**src/sv/lzss_pkg.sv**
```systemverilog
`timescale 1ns / 1ps
// ============================================================================
// LZSS decompressor package
// Shared sizes, controller state encoding and the command and status groups
// that pass between the controller and the datapath.
// ============================================================================
package lzss_pkg;

    // Window index width; the history window holds 2**POSITION_BITS bytes.
    localparam int POSITION_BITS    = 12;
    // Width of the encoded copy length.
    localparam int LENGTH_BITS      = 4;
    // A match copies length_code + MIN_MATCH_OFFSET + 1 bytes.
    localparam int MIN_MATCH_OFFSET = 1;
    localparam int BYTE_BITS        = 8;

    localparam int WIN_DEPTH = 1 << POSITION_BITS;
    localparam int MAX_RUN   = (1 << LENGTH_BITS) - 1 + MIN_MATCH_OFFSET + 1;
    // Holds the number of bytes still to issue after the current one.
    localparam int STEP_BITS = $clog2(MAX_RUN);

    typedef enum logic [2:0] {
        ST_IDLE = 3'b001,
        ST_RUN  = 3'b010,
        ST_END  = 3'b100
    } ctrl_state_t;

    typedef struct packed {
        logic load;
        logic issue;
        logic clear;
    } dp_cmd_t;

    typedef struct packed {
        logic in_is_end;
        logic can_issue;
        logic last_step;
        logic pipe_empty;
    } dp_stat_t;

endpackage

```
**src/sv/lzss_ctrl.sv**
```systemverilog
`timescale 1ns / 1ps
// ============================================================================
// LZSS decompressor controller
// Accepts tokens, steps the datapath once per output byte and sequences the
// end-of-stream reset of the history.
// ============================================================================
module lzss_ctrl (
    input  logic              clk,
    input  logic              rst_n,
    input  logic              in_valid,
    output logic              in_stall,
    input  lzss_pkg::dp_stat_t stat,
    output lzss_pkg::dp_cmd_t  cmd
);

    lzss_pkg::ctrl_state_t state_reg;
    lzss_pkg::ctrl_state_t state_next;
    logic                  in_ready;
    logic                  issue;

    always_comb
    begin
        in_ready   = 1'b0;
        issue      = 1'b0;
        cmd        = '0;
        state_next = state_reg;
        case (state_reg)
            lzss_pkg::ST_IDLE:
            begin
                in_ready = 1'b1;
            end
            lzss_pkg::ST_RUN:
            begin
                issue = stat.can_issue;
                // The next token may enter as the last byte of this one issues.
                in_ready = stat.can_issue && stat.last_step;
                if (issue && stat.last_step)
                begin
                    state_next = lzss_pkg::ST_IDLE;
                end
            end
            lzss_pkg::ST_END:
            begin
                if (stat.pipe_empty)
                begin
                    cmd.clear  = 1'b1;
                    state_next = lzss_pkg::ST_IDLE;
                end
            end
            default:
            begin
                state_next = lzss_pkg::ST_IDLE;
            end
        endcase

        cmd.issue = issue;
        cmd.load  = in_valid && in_ready;
        if (cmd.load)
        begin
            state_next = stat.in_is_end ? lzss_pkg::ST_END : lzss_pkg::ST_RUN;
        end
    end

    assign in_stall = !in_ready;

    always_ff @(posedge clk or negedge rst_n)
    begin
        if (!rst_n)
        begin
            state_reg <= lzss_pkg::ST_IDLE;
        end
        else
        begin
            state_reg <= state_next;
        end
    end

endmodule

```
**config.mk**
```make
export PLATFORM = sky130hd
export DESIGN_NAME = lzss_ctrl
export DESIGN_NICKNAME = d
export VERILOG_FILES = /design/src/sv/lzss_pkg.sv /design/src/sv/lzss_ctrl.sv
export SDC_FILE = /design/constraint.sdc
export NUM_CORES = 1
export LEC_CHECK = 0
export BUFFER_PORTS_ARGS = -buffer_cell sky130_fd_sc_hd__buf_4
export CAP_MARGIN = 20
export CORE_AREA = 2 2 39 41
export CTS_CLUSTER_SIZE = 8
export DETAILED_ROUTE_END_ITERATION = 8
export DIE_AREA = 0 0 41 43
export PLACE_DENSITY = 0.45
export SLEW_MARGIN = 30
export SYNTH_ARGS = -nofsm -noshare
export SYNTH_HDL_FRONTEND = slang
export SYNTH_SLANG_ARGS = --single-unit
```
**constraint.sdc**
```tcl
create_clock -name clk -period 3.6 [get_ports clk]
set_clock_uncertainty 0.05 [all_clocks]
set_input_delay 0.18 -clock clk [delete_from_list [all_inputs] [get_ports clk]]
set_output_delay 0.18 -clock clk [all_outputs]
set_load 0.02 [all_outputs]
```
**Yosys cells after proc, flatten, opt, wreduce, memory -nomap -nowiden**

Index checks and enable logic that the tools add are counted.

- Logic and storage cells: 20
- Output and inout port bits: 4
- Input port bits: 7
- Bits in registers: 3

- Muxes and demuxes: 9
- Reduce and logical (&&, ||, !) cells: 4
- Equality and inequality tests: 6

Operators with widths:

| cell | number |
|---|---|
| $mux 3 | 4 |
| $pmux 3 s3 | 1 |
| $ne 3x3->1 const B | 2 |
| $eq 3x1->1 const B | 1 |
| $eq 3x2->1 const B | 1 |
| $eq 3x3->1 const B | 1 |
| $mux 1 | 3 |
| $reduce_and 3->1 | 1 |
| $logic_and 1x1->1 | 2 |
| $ne 2x2->1 const B | 1 |
| $pmux 1 s2 | 1 |
| $logic_not 1->1 | 1 |

**Longest topological paths before layout**

- Depth in word-level cells: 5
- Depth in mapped cells: 4
- Gate-level depth less buffers: 3

**Worst setup path before layout**

Ideal clock, no wire load.

- Path kind: flip-flop to output port
- Start: register state_reg[2]
- End: output port cmd[0] in the netlist's numbering
- Path slack: 2.129 ns
- Stages on the path, launching flop included: 3
- Data required time: 3.370 ns
- Arrival: 1.241 ns
- Path buffers: 0
- Cell sequence: dfrtp_1 > inv_1 > nor4b_1

RTL lines:

| element | RTL line | text |
|---|---|---|
| start: declaration | lzss_ctrl.sv:16 | `lzss_pkg::ctrl_state_t state_reg;` |
| start signal: assignment | lzss_ctrl.sv:70 | `state_reg <= lzss_pkg::ST_IDLE;` |
| start signal: assignment | lzss_ctrl.sv:74 | `state_reg <= state_next;` |
| end: declaration | lzss_ctrl.sv:13 | `output lzss_pkg::dp_cmd_t cmd` |

==> metrics.md <==
| Metric | Value |
|---|---|
| Cell area after synthesis | around 240 um^2 |
| Share of the synthesized area in the top cell type | a little over a fifth |
| Slew Limit Fails | 0 |
| Layout cells sized above 1 | a little under half |
| Req. time, crit path | ~3.4 ns |
| Final hold viol count | 0 |
| Vias in the first global route | 214 |
| Final Instance Area | 349.1 um^2 |
| Die height | between 40 and 50 um |
| Initial DRC Count | 8 |
| Slew @ Worst Pin | 0.2993 ns |
| # clock sinks | 3 |
| Max IR drop VDD | roughly 0.18 mV |
| Setup violators final | 0 |
| Synth Warn # | 0 |
| Die area | around 0.0018 mm^2 |
| # diodes | 0 |
| CP Capture Type | primary output |
| Fmax achieved | just over 0.6 GHz |
| Pin count of the biggest net entering global routing | 10 |
| Max FFs per register | 3 |
| Flops & latches, synth | 3 |
| Post-synth ARST share | 100.0% |
| Critical Path Fanout Max | 9 |
| Final Cycle Share | a little under half |
| Pleak | approximately 0.15 nW |
| Total GRT Usage | under 10% |
| Core Area | 0.001384 mm^2 |
| Per-cell routed wire length | roughly 9.3 um |
| Starting Density | between 15 and 20% |
| Unique cell type count in the Yosys netlist | 19 |
| TNS Setup | 0 ns |
| Pwr/cell area | between 600 and 700 mW/mm^2 |
| Initial antenna violation count | 0 |
| Max-Cap Viols | 0 |
| IO Port Bufs | 10 |
| First-pass GRT wire length | 834 um |
| CP Launch Type | flip-flop |
| Routed wire length | roughly 500 um |
| Site Rows | 14 |
| Leading area contributor after synthesis | dfrtp_1 |
| RSZ-0062 raised after global routing | false |
| Crit path time final | between 1.5 and 2 ns |
| Final Instance Count excl. Fillers | 54 |
| Most used DFF post-synth | dfrtp_1 |
| Leading post-synthesis cells by instance count | inv_1, a21oi_1, dfrtp_1, nand2b_1, nor4b_1 |
| Clock buffer depth | 2 |
| Worst skew pair latency | 0.24 ns |
| Dpl cells | between 40 and 50 |
| Synth Net Count | 32 |
| DRT Pass-1 Iters | 4 |
| RD Place Congestion | roughly 0.73 |
| CTS tree | done |
| Hpwl dp | about 380 um |
| Num CTS Buffers | 3 |
| Average cell area after synthesis | around 9.5 um^2 |
| DP Area | between 300 and 400 um^2 |
| DRC viols | 0 |
| Status | completed |
| Cell with the most instances after synthesis | inv_1 |
| Nets | 46 |
| EDFF count, synth | 0 |
| Seq/Total Area, Yosys | roughly 32% |
| Register clock-pin slew on the reported worst setup and hold paths | 0.04 ns |
| WS Path Type | reg2out |
| Top area cells in the synthesized netlist | dfrtp_1, dfstp_2, nor4b_1, nand2b_1, nor4_2 |
| Remaining Overflow, GRT | 0 |
| DR vias/cell | around 4.4 |
| Clock Root Buffer | clkbuf_4 |
| Hold Path Class | in2reg |
| H-tree levels | 1 |
| Crit path DAT | approximately 1.4 ns |
| Mapped Cells | 25 |
| Post-CTS Setup Bufs | 0 |
| Synth-to-layout area growth | 47.62% |
| IO Pins | 11 |
| Die Wd | about 40 um |
| Relative slew slack | between 70% and 80% |
| Post-route ant nets | 0 |
| Detailed-route via count | 238 |
==> metrics by stage <==
step	setup slack (ns)	util, %	total power, mW	hold slack (ns)
after floorplan	2.129	-	0.1388	-0.1656
after CTS	1.956	25.23	0.2279	0.1504
after detailed placement	2.225	22.60	0.1622	-0.08001
after global placement	2.223	22.60	0.1635	-0.08044
final	1.960	25.23	0.2243	0.1591
after global routing	1.913	25.23	0.2375	0.1759
==> cells in the final DEF, fill, tap and decap left out, drive strengths merged <==
cell type and n:
nor2 1, nand3b 1, nand4b 1, dlygate4sd3 1
and3b 1, nand2b 2, dfrtp 2, nand3 1
a31o 1, o31ai 1, a311o 1, clkbuf 4
a21oi 3, nor4b 2, buf 10, dfstp 1
and2 1, inv 3, nor4 1
==> kinds of logic (layout without fill, tap and decap cells) <==
group,after synthesis,count (layout),synth area share [%]
AO/OA/AOI/OAI,6,6,19.05
buffers and inverters,5,18,12.70
flip-flops,3,3,32.28
AND/OR/NAND/NOR,11,11,35.98
==> power by group <==
| group | internal (mW) | switching [mW] | total, mW |
|---|---|---|---|
| Sequential | 0.0492 | 0.0209 | 0.0701 |
| Combinational | 0.0458 | 0.0473 | 0.0931 |
| Clock | 0.0417 | 0.0194 | 0.0611 |
==> worst max-delay path: stages (launching register included) <==
cell and delay (ns):
dfstp_2 0.60, nand4b_1 0.15, a21oi_2 0.08, and2_2 0.19, buf_4 0.15
==> final cells by class <==
cell class                 count  area (um^2)
inverter                       3        11.26
timing repair buffer          11        85.08
fill                         161         1035
multi-input combinational     17        130.1
sequential                     3        76.32
clock buffer                   4        26.28
tap                           16        20.02
==> repair_timing <==
item | 4_1_cts | 5_1_grt
gates resized for setup | 0 | 0
hold buffers | 1 | 0
hold endpoints to repair | 3 | 0
==> worst paths after layout <==
path                                   start           end  slack (ns)  cells past startpoint
worst min register to register  state_reg[2]  state_reg[1]        0.46                      1
worst max-delay path            state_reg[0]        cmd[2]        1.96                      4
max in group asynchronous              rst_n  state_reg[0]        3.10                      2
min in group asynchronous              rst_n  state_reg[2]        0.21                      2
worst max register to register  state_reg[0]  state_reg[2]        2.38                      3
worst min-delay path                 stat[3]  state_reg[2]        0.16                      2
==> routing by layer <==
metal	part of all wire, %	track usage (%)	up-vias
met3	6.8	3.141	2
met1	39	8.442	110
li1	-	-	116
met4	4.0	10.00	0
met5	0	0	-
met2	50	9.375	10
No activity file was read; power rests on OpenSTA's default activity.
